### src/rtl/core/wstfd_pkg.sv
// Shared types and constants for the websocket text frame decoder.
// No dependencies.
`timescale 1ns / 1ps
`default_nettype none
package wstfd_pkg;

    typedef enum logic [4:0] {
        PH_FIRST   = 5'b00001,
        PH_SECOND  = 5'b00010,
        PH_EXTLEN  = 5'b00100,
        PH_KEY     = 5'b01000,
        PH_PAYLOAD = 5'b10000
    } t_phase;

    localparam logic [1:0] ST_PAYLOAD = 2'd0;
    localparam logic [1:0] ST_EMPTY   = 2'd1;
    localparam logic [1:0] ST_BAD     = 2'd2;

    localparam logic [7:0] FIRST_HDR  = 8'h81;
    localparam logic [6:0] LEN_EXT16  = 7'd126;
    localparam logic [6:0] LEN_EXT64  = 7'd127;

    localparam logic [2:0] EXT16_CNT  = 3'd1;
    localparam logic [2:0] EXT64_CNT  = 3'd7;
    localparam logic [2:0] KEY_CNT    = 3'd3;

endpackage
`default_nettype wire

### src/rtl/core/websocket_text_frame_decoder_top.sv
// Websocket text frame decoder: header parse, length, mask key and payload unmasking.
// Depends on wstfd_pkg.
//
// Takes one received byte per beat and accepts a new byte every cycle while the
// result side keeps up; a result held by i_out_stall holds the input register and so
// stalls the input. Each byte passes an input register and the state update and
// unmasking logic, and lands in a result register that drives the outputs. The
// per-byte state update, with its LENGTH_BITS-wide decrement and zero test, sets
// the cycle time. Header, length and key bytes give no result beat, except that the
// last of them gives one empty beat for a zero-length frame; a bad first header
// byte gives one status beat.
`timescale 1ns / 1ps
`default_nettype none
module websocket_text_frame_decoder_top #(
    parameter int LENGTH_BITS = 64
) (
    input  wire logic       i_clk,
    input  wire logic       i_rst_n,
    input  wire logic       i_in_valid,
    output logic            o_in_stall,
    input  wire logic [7:0] i_stream_byte,
    output logic            o_out_valid,
    input  wire logic       i_out_stall,
    output logic [7:0]      o_data_byte,
    output logic            o_is_last,
    output logic [1:0]      o_status
);

    logic                   r_in_valid;
    logic [7:0]             r_in_byte;

    wstfd_pkg::t_phase      r_phase, n_phase;
    logic [2:0]             r_hcnt, n_hcnt;
    logic [31:0]            r_key, n_key;
    logic                   r_mask_on, n_mask_on;
    logic [LENGTH_BITS-1:0] r_left, n_left;
    logic [1:0]             r_kidx, n_kidx;

    logic                   r_out_valid;
    logic [7:0]             r_data;
    logic                   r_last;
    logic [1:0]             r_status;

    logic                   w_adv;
    logic                   w_emit;
    logic [7:0]             w_data;
    logic                   w_last;
    logic [1:0]             w_status;
    logic [7:0]             w_key_byte;
    logic [LENGTH_BITS-1:0] w_left_dec;
    logic [LENGTH_BITS-1:0] w_left_shift;
    logic                   w_len_zero;

    assign w_adv      = r_in_valid && (!r_out_valid || !i_out_stall);
    assign o_in_stall = r_in_valid && !w_adv;

    assign w_left_dec   = r_left - LENGTH_BITS'(1);
    assign w_left_shift = {r_left[LENGTH_BITS-9:0], r_in_byte};

    always_comb begin
        case (r_kidx)
            2'd0:    w_key_byte = r_key[31:24];
            2'd1:    w_key_byte = r_key[23:16];
            2'd2:    w_key_byte = r_key[15:8];
            default: w_key_byte = r_key[7:0];
        endcase
    end

    always_comb begin
        n_phase    = r_phase;
        n_hcnt     = r_hcnt;
        n_key      = r_key;
        n_mask_on  = r_mask_on;
        n_left     = r_left;
        n_kidx     = r_kidx;
        w_emit     = 1'b0;
        w_data     = 8'd0;
        w_last     = 1'b0;
        w_status   = wstfd_pkg::ST_PAYLOAD;
        w_len_zero = 1'b0;
        unique case (r_phase)
            wstfd_pkg::PH_SECOND: begin
                n_mask_on = r_in_byte[7];
                if (r_in_byte[6:0] == wstfd_pkg::LEN_EXT16) begin
                    n_left  = '0;
                    n_phase = wstfd_pkg::PH_EXTLEN;
                    n_hcnt  = wstfd_pkg::EXT16_CNT;
                end else if (r_in_byte[6:0] == wstfd_pkg::LEN_EXT64) begin
                    n_left  = '0;
                    n_phase = wstfd_pkg::PH_EXTLEN;
                    n_hcnt  = wstfd_pkg::EXT64_CNT;
                end else begin
                    n_left     = LENGTH_BITS'(r_in_byte[6:0]);
                    w_len_zero = (r_in_byte[6:0] == 7'd0);
                    if (r_in_byte[7]) begin
                        n_phase = wstfd_pkg::PH_KEY;
                        n_hcnt  = wstfd_pkg::KEY_CNT;
                        n_key   = '0;
                    end else begin
                        n_kidx = 2'd0;
                        if (w_len_zero) begin
                            n_phase  = wstfd_pkg::PH_FIRST;
                            w_emit   = 1'b1;
                            w_last   = 1'b1;
                            w_status = wstfd_pkg::ST_EMPTY;
                        end else begin
                            n_phase = wstfd_pkg::PH_PAYLOAD;
                        end
                    end
                end
            end
            wstfd_pkg::PH_EXTLEN: begin
                n_left     = w_left_shift;
                w_len_zero = (w_left_shift == '0);
                if (r_hcnt == 3'd0) begin
                    if (r_mask_on) begin
                        n_phase = wstfd_pkg::PH_KEY;
                        n_hcnt  = wstfd_pkg::KEY_CNT;
                        n_key   = '0;
                    end else begin
                        n_kidx = 2'd0;
                        if (w_len_zero) begin
                            n_phase  = wstfd_pkg::PH_FIRST;
                            w_emit   = 1'b1;
                            w_last   = 1'b1;
                            w_status = wstfd_pkg::ST_EMPTY;
                        end else begin
                            n_phase = wstfd_pkg::PH_PAYLOAD;
                        end
                    end
                end else begin
                    n_hcnt = r_hcnt - 3'd1;
                end
            end
            wstfd_pkg::PH_KEY: begin
                n_key = {r_key[23:0], r_in_byte};
                if (r_hcnt == 3'd0) begin
                    n_kidx = 2'd0;
                    if (r_left == '0) begin
                        n_phase  = wstfd_pkg::PH_FIRST;
                        w_emit   = 1'b1;
                        w_last   = 1'b1;
                        w_status = wstfd_pkg::ST_EMPTY;
                    end else begin
                        n_phase = wstfd_pkg::PH_PAYLOAD;
                    end
                end else begin
                    n_hcnt = r_hcnt - 3'd1;
                end
            end
            wstfd_pkg::PH_PAYLOAD: begin
                n_kidx   = r_kidx + 2'd1;
                n_left   = w_left_dec;
                w_emit   = 1'b1;
                w_data   = r_mask_on ? (r_in_byte ^ w_key_byte) : r_in_byte;
                w_last   = (w_left_dec == '0);
                w_status = wstfd_pkg::ST_PAYLOAD;
                if (w_left_dec == '0) begin
                    n_phase = wstfd_pkg::PH_FIRST;
                end
            end
            default: begin
                if (r_in_byte == wstfd_pkg::FIRST_HDR) begin
                    n_phase = wstfd_pkg::PH_SECOND;
                end else begin
                    n_phase  = wstfd_pkg::PH_FIRST;
                    w_emit   = 1'b1;
                    w_status = wstfd_pkg::ST_BAD;
                end
            end
        endcase
    end

    always_ff @(posedge i_clk) begin
        if (!i_rst_n) begin
            r_in_valid <= 1'b0;
        end else if (!o_in_stall) begin
            r_in_valid <= i_in_valid;
        end
        if (!o_in_stall) begin
            r_in_byte <= i_stream_byte;
        end
    end

    always_ff @(posedge i_clk) begin
        if (!i_rst_n) begin
            r_phase   <= wstfd_pkg::PH_FIRST;
            r_hcnt    <= 3'd0;
            r_key     <= '0;
            r_mask_on <= 1'b0;
            r_left    <= '0;
            r_kidx    <= 2'd0;
        end else if (w_adv) begin
            r_phase   <= n_phase;
            r_hcnt    <= n_hcnt;
            r_key     <= n_key;
            r_mask_on <= n_mask_on;
            r_left    <= n_left;
            r_kidx    <= n_kidx;
        end
    end

    always_ff @(posedge i_clk) begin
        if (!i_rst_n) begin
            r_out_valid <= 1'b0;
        end else if (!r_out_valid || !i_out_stall) begin
            r_out_valid <= r_in_valid && w_emit;
        end
        if (w_adv && w_emit) begin
            r_data   <= w_data;
            r_last   <= w_last;
            r_status <= w_status;
        end
    end

    assign o_out_valid = r_out_valid;
    assign o_data_byte = r_data;
    assign o_is_last   = r_last;
    assign o_status    = r_status;

    // checks
    a_bad_beat: assert property (@(posedge i_clk) disable iff (!i_rst_n)
        (r_out_valid && r_status == wstfd_pkg::ST_BAD) |-> (r_data == 8'd0 && !r_last))
        else $error("bad-header beat carries data or last");

    a_empty_beat: assert property (@(posedge i_clk) disable iff (!i_rst_n)
        (r_out_valid && r_status == wstfd_pkg::ST_EMPTY) |-> (r_data == 8'd0 && r_last))
        else $error("empty-message beat malformed");

    a_payload_left: assert property (@(posedge i_clk) disable iff (!i_rst_n)
        (r_phase == wstfd_pkg::PH_PAYLOAD) |-> (r_left != '0))
        else $error("payload phase with no bytes left");

    a_key_count: assert property (@(posedge i_clk) disable iff (!i_rst_n)
        (r_phase == wstfd_pkg::PH_KEY) |-> (r_hcnt <= wstfd_pkg::KEY_CNT && r_mask_on))
        else $error("key phase count out of range or mask off");

    a_last_ends: assert property (@(posedge i_clk) disable iff (!i_rst_n)
        (w_adv && w_emit && w_last) |=> (r_phase == wstfd_pkg::PH_FIRST))
        else $error("frame end did not return to first header byte");

endmodule
`default_nettype wire
### config.mk
export PLATFORM = sky130hd
export DESIGN_NAME = websocket_text_frame_decoder_top
export DESIGN_NICKNAME = d
export VERILOG_FILES = /design/src/rtl/core/wstfd_pkg.sv /design/src/rtl/core/websocket_text_frame_decoder_top.sv
export SDC_FILE = /design/constraint.sdc
export NUM_CORES = 1
export LEC_CHECK = 0
export BUFFER_PORTS_ARGS = -buffer_cell sky130_fd_sc_hd__buf_2
export CORE_ASPECT_RATIO = 0.75
export CORE_UTILIZATION = 25
export DETAILED_ROUTE_END_ITERATION = 8
export SYNTH_ARGS = -nofsm -noshare
export SYNTH_HDL_FRONTEND = slang
export SYNTH_SLANG_ARGS = --single-unit
### constraint.sdc
create_clock -name i_clk -period 3.5 [get_ports i_clk]
set_clock_uncertainty 0.1 [all_clocks]
set_input_delay 0.7 -clock i_clk [delete_from_list [all_inputs] [get_ports i_clk]]
set_output_delay 0.7 -clock i_clk [all_outputs]
set_load 0.02 [all_outputs]
# == Word level (Yosys, flattened, before mapping) ==
# Cells that the tools add are included.
# word_totals
regBits,128
input_bits,12
# op_classes
addsub,3
n_eq_ne,21
muxes,60
n_bitwise,1
reduce_logical,23
# op_table
operator,n
$logic_not A64 Y1,3
$pmux W64 S3,1
$mux W32,5
$pmux W32 S3,1
$sub A64 B1 Y64 const B,1
$mux W5,10
$pmux W8 S3,1
$ne A2 B2 Y1 const B,10
$pmux W5 S4,1
$mux W1,19
$mux W3,6
$mux W2,8
$pmux W2 S4,2
$eq A7 B7 Y1 const B,2
$mux W7,2
$pmux W3 S3,1
$eq A8 B8 Y1 const B,1
$mux W8,1
$pmux W1 S4,2
$reduce_and A8 Y1,1
$xor A8 B8 Y8,1
$logic_not A7 Y1,1
$reduce_and A7 Y1,1
$reduce_bool A3 Y1,2
19 further kinds,25

# == Longest topological paths before layout ==
# depth
depth_word,7
mapped_depth,12

# == Worst setup path before layout ==
# No wires, ideal clock.
# synth_path
path_kind,flip-flop to flip-flop
startpoint,reg r_left[1]
endpoint,reg r_phase[0]
setup_ns,0.060
t_arrival_ns,3.394
required_ns,3.340
path_slack_ns,-0.054
path_stages_with_launch,12
n_path_buf,1
path_cell_list,dfxtp_1 inv_1 ha_1 nor3b_1 nand4_1 nor4_1 clkbuf_1 nor4b_1 o21bai_1 a21oi_1 a221o_1 a21o_1
# synth_via
elab_chain_cells,5
elab_cells_between_ends,12
classes_between,1 x add/sub; 1 x eq/ne; 6 x mux; 4 x reduce/logical
# synth_lines
element,line,source
"start, declared",websocket_text_frame_decoder_top.sv:36,"logic [LENGTH_BITS-1:0] r_left, n_left;"
"start signal, assigned",websocket_text_frame_decoder_top.sv:198,r_left <= n_left;
"parallel branches: the longest is 5 deep, another holds $sub A64 B1 Y64",-,
"end signal, assigned",websocket_text_frame_decoder_top.sv:187,r_phase <= wstfd_pkg::PH_FIRST;
"end signal, assigned",websocket_text_frame_decoder_top.sv:194,r_phase <= n_phase;
"end, declared",websocket_text_frame_decoder_top.sv:32,"wstfd_pkg::t_phase r_phase, n_phase;"
# Parallel ways; which one is timed is not known. The select of a mux whose other input is x is not followed.
# A chain may end at the register's enable or synchronous reset.

# == Worst setup path after layout ==
# layout_path
startpoint,reg r_left[1]
endpoint,reg r_phase[4]
# The elaborated chain is that of the path after synthesis.

==> metrics.yaml <==
die:
  boundaryPins: 25
  core_area_sq_um: 31300
  core.rowCount: 56
  initial_utilization_pct: 25.4
  chipHeight_um: 157
  die-width_um: 208
  design.die.area_sq_um: 32600
logic_synthesis:
  postSynthRegisterBits: 128
  part_of_the_yosys_area_used_for_sequential_elements_pct: 34.5
  syn_avg_cell_area_sq_um: 7.44
  synth.net_count: 1091
  postSynth.asyncResetShare_pct: 0
  number_of_distinct_standard_cells_referenced_by_the_synthesized_netlist: 73
  synth_edf_count: 19
  synth.yosys.warnings: 0
  synthesis.instances: 1071
  netlist_area_sq_um: 7970
  synth_flop_cell: "dfxtp_1"
worst_setup_path:
  startpoint_type: "flip-flop"
  worst-endpoint-required_ns: 3.68
  r2r_setup_slack_ns: 0.11
  largest_stage_delay_on_the_critical_path_ns: 0.56
  list_of_cells_traversed_by_the_critical_path: "nor4_4 -> nand4_1 -> or3_4 -> o31ai_2 -> or4b_1 -> or4_4 -> nor4_4 -> o22ai_1"
  reg2reg_to: "r_phase[4]$_SDFFE_PN0P_"
  cp_common_cell: "nor4_4"
  critPathKind: "reg -> reg"
  rr_worst_depth: 8
  cpMaxStageDelayCell: "or4_4"
  critical_path_arrival_ns: 3.58
  crit_path_max_fanout: 5
  worst_setup_path_end_kind: "flip-flop"
  critical_path.reg2reg.startpoint: "r_left[1]$_SDFFE_PN0P_"
final_layout:
  area_delta_synth_final_pct: 23.8
  nets: 1153
  mostFrequentLayoutCell: "nand2_1"
  layout.filler_cells: 3283
  post_route_cells_drive_above_1_share_pct: 19.2
  insertedDiodeCount: 0
  most_frequent_cells_in_the_layout: "140 x nand2_1, 125 x nor2_1, 113 x buf_4, 108 x dfxtp_1, 83 x o21ai_0"
status:
  outcome: "completed"
timing:
  timing_max_transition_violations_final: 0
  timing.max_slew.rel_slack_pct: 36.0
  worst-slew-pin-transition_ns: 0.958
  unrepaired_setup_endpoints_after_global_routing: "false"
  achievable-frequency_ghz: 0.295
  fin_setup_tns_ns: 0
  min_period_over_period_pct: 96.9
  setup_viol: 0
  final.min_clock_period_ns: 3.39
  timing.final.hold_violations: 0
placed_design:
  hpwl_um: 19800
  port_buffers: 24
  finalWeightedCongestion: 1.01
power_and_ir_drop:
  power.density_nw_per_um2: 359
  irDropWorstVdd_mv: 0.328
  static-leakage-power_nw: 3.68
  report.power.total_w: 0.00354
min_path:
  worstHoldEndpoint: "r_in_byte[3]$_DFFE_PN_"
  min_from: "i_stream_byte[3]"
  min_path_type: "in -> reg"
  hold_depth: 1
global_route:
  grt_max_degree: 83
  global_route.usage.total_pct: 17.3
  grt_first_pass_wirelength_um: 44300
  antenna_found_initial: 0
  grt.overflow.total: 0
  via_count_of_the_first_global_routing_pass: 7883
clocking:
  cts_max_path_buffers: 2
  ctsRootBufferMaster: "clkbuf_16"
  cts.clk_slew.worst_paths_ns: 0.06
  hold_buffers: 0
  cts_num_sinks: 128
  clk_latency_ns: 0.44
  cts_tree: "done"
  htree_levels: 4
  total_cts_buffers: 17
detailed_routing:
  detailroute.via_count: 8722
  wl_per_cell_um: 18.3
  detail-route-antenna-nets: 0
  route.detailed.drc: 0
  via_per_inst: 5.62
  detailed_route_iter0_violations: 981
  finalWirelength_um: 28300
  drtPass1Iterations: 6
job:
  cap_violations: 0
## worst max-delay path by stage
| stage | start | slack [ns] | endpoint |
|---|---|---|---|
| 3_5_place_dp | r_left[2]$_SDFFE_PN0P_ | 0.04 | r_phase[4]$_SDFFE_PN0P_ |
| 2_1_floorplan | r_left[45]$_SDFFE_PN0P_ | 0.09 | r_phase[4]$_SDFFE_PN0P_ |
| 4_1_cts | r_left[2]$_SDFFE_PN0P_ | 0.006 | r_phase[4]$_SDFFE_PN0P_ |
| 6_report | r_left[1]$_SDFFE_PN0P_ | 0.11 | r_phase[4]$_SDFFE_PN0P_ |
| 3_3_place_gp | r_left[45]$_SDFFE_PN0P_ | 0.07 | r_phase[4]$_SDFFE_PN0P_ |
| 5_1_grt | r_left[10]$_SDFFE_PN0P_ | 0.001 | r_phase[4]$_SDFFE_PN0P_ |
## report_power, final
part           leakage, nW  switching, W  internal, W
Clock                0.276      0.000719      0.00104
Combinational         2.34      0.000158    0.0000878
Sequential            1.06     0.0000232      0.00151
Total                 3.68      0.000901      0.00264
## routing by layer
metal | GRT usage, % | vias to the layer above | wire length [um]
met2 | 22.9 | 463 | 11100
met5 | 0 | - | 0
met4 | 4.41 | 0 | 475
met1 | 26.0 | 4166 | 13200
met3 | 5.62 | 48 | 3510
li1 | - | 4045 | -
## layout make-up
class                      instances  area (sq um)  area share (%)
clock buffer                      21           472            4.78
clock inverter                    11           104            1.05
inverter                          14          52.6           0.533
multi-input combinational        833          4970            50.3
sequential                       128          2750            27.9
tap                              406           508            5.15
timing repair buffer             139          1010            10.2
## kinds of logic after synthesis
logic type,synth area share [%]
adders and majority gates,1.26
AOI/OAI and AO/OA,22.7
buffers and inverters,5.57
xor gates and xnor gates,3.74
muxes,0.377
DFF,34.5
and+or+nand+nor,31.8
## synthesized netlist by cell type, types with 6 or more instances
library cell	instances	area [sq um]
inv_1	14	52.6
edfxtp_1	19	571
a22oi_1	23	173
or2_2	7	43.8
a31oi_1	6	37.5
nor2_1	125	469
nor3_1	33	165
a222oi_1	8	80.1
clkbuf_1	74	278
a221oi_1	7	61.3
or4_1	12	90.1
nand2_1	141	529
and3_1	8	50.1
nand4_1	19	119
or3_1	9	56.3
o31ai_1	20	150
nand3_1	59	295
buf_1	12	45.0
ha_1	8	100
nor4_1	28	175
xnor2_1	13	114
a21oi_1	82	410
o21ai_0	83	415
nand2b_1	6	37.5
xor2_1	21	184
and2_1	8	50.1
dfxtp_1	109	2180
o211ai_1	6	45.0
o22ai_1	6	37.5
## registers in the layout, summed over array words and instances (netlist names)
register / flops
o_out_valid: 1
o_status: 2
o_data_byte: 8
r_in_valid: 1
r_hcnt: 3
o_is_last: 1
r_mask_on: 1
r_kidx: 2
r_phase: 5
r_key: 32
r_left: 64
r_in_byte: 8
## through the flow
stage	hold WS, ns	worst slack [ns]	utilization, %	cells	area, sq um
final	0.339	0.109	31.5	1552	9870
after global routing	0.323	0.00117	31.5	1552	9870
after CTS	0.322	0.00558	31.1	1549	9730
after detailed placement	0.351	0.0352	29.2	1517	9150
after global placement	0.337	0.0661	29.2	1517	9150
after floorplan	0.331	0.0935	-	1071	7970
## critical path: cells and delay by family (launching register included)
family | cells | cell delay, ns
DFF | 1 | 0.35
and+or+nand+nor | 6 | 2.47
AOI/OAI and AO/OA | 2 | 0.31
## timing repair
action / CTS / global route
resized for setup: 0 / 19
endpoints found under the setup margin: 0 / 3
buffers inserted: 0 / 3
No activity file was read; power rests on OpenSTA's default activity.
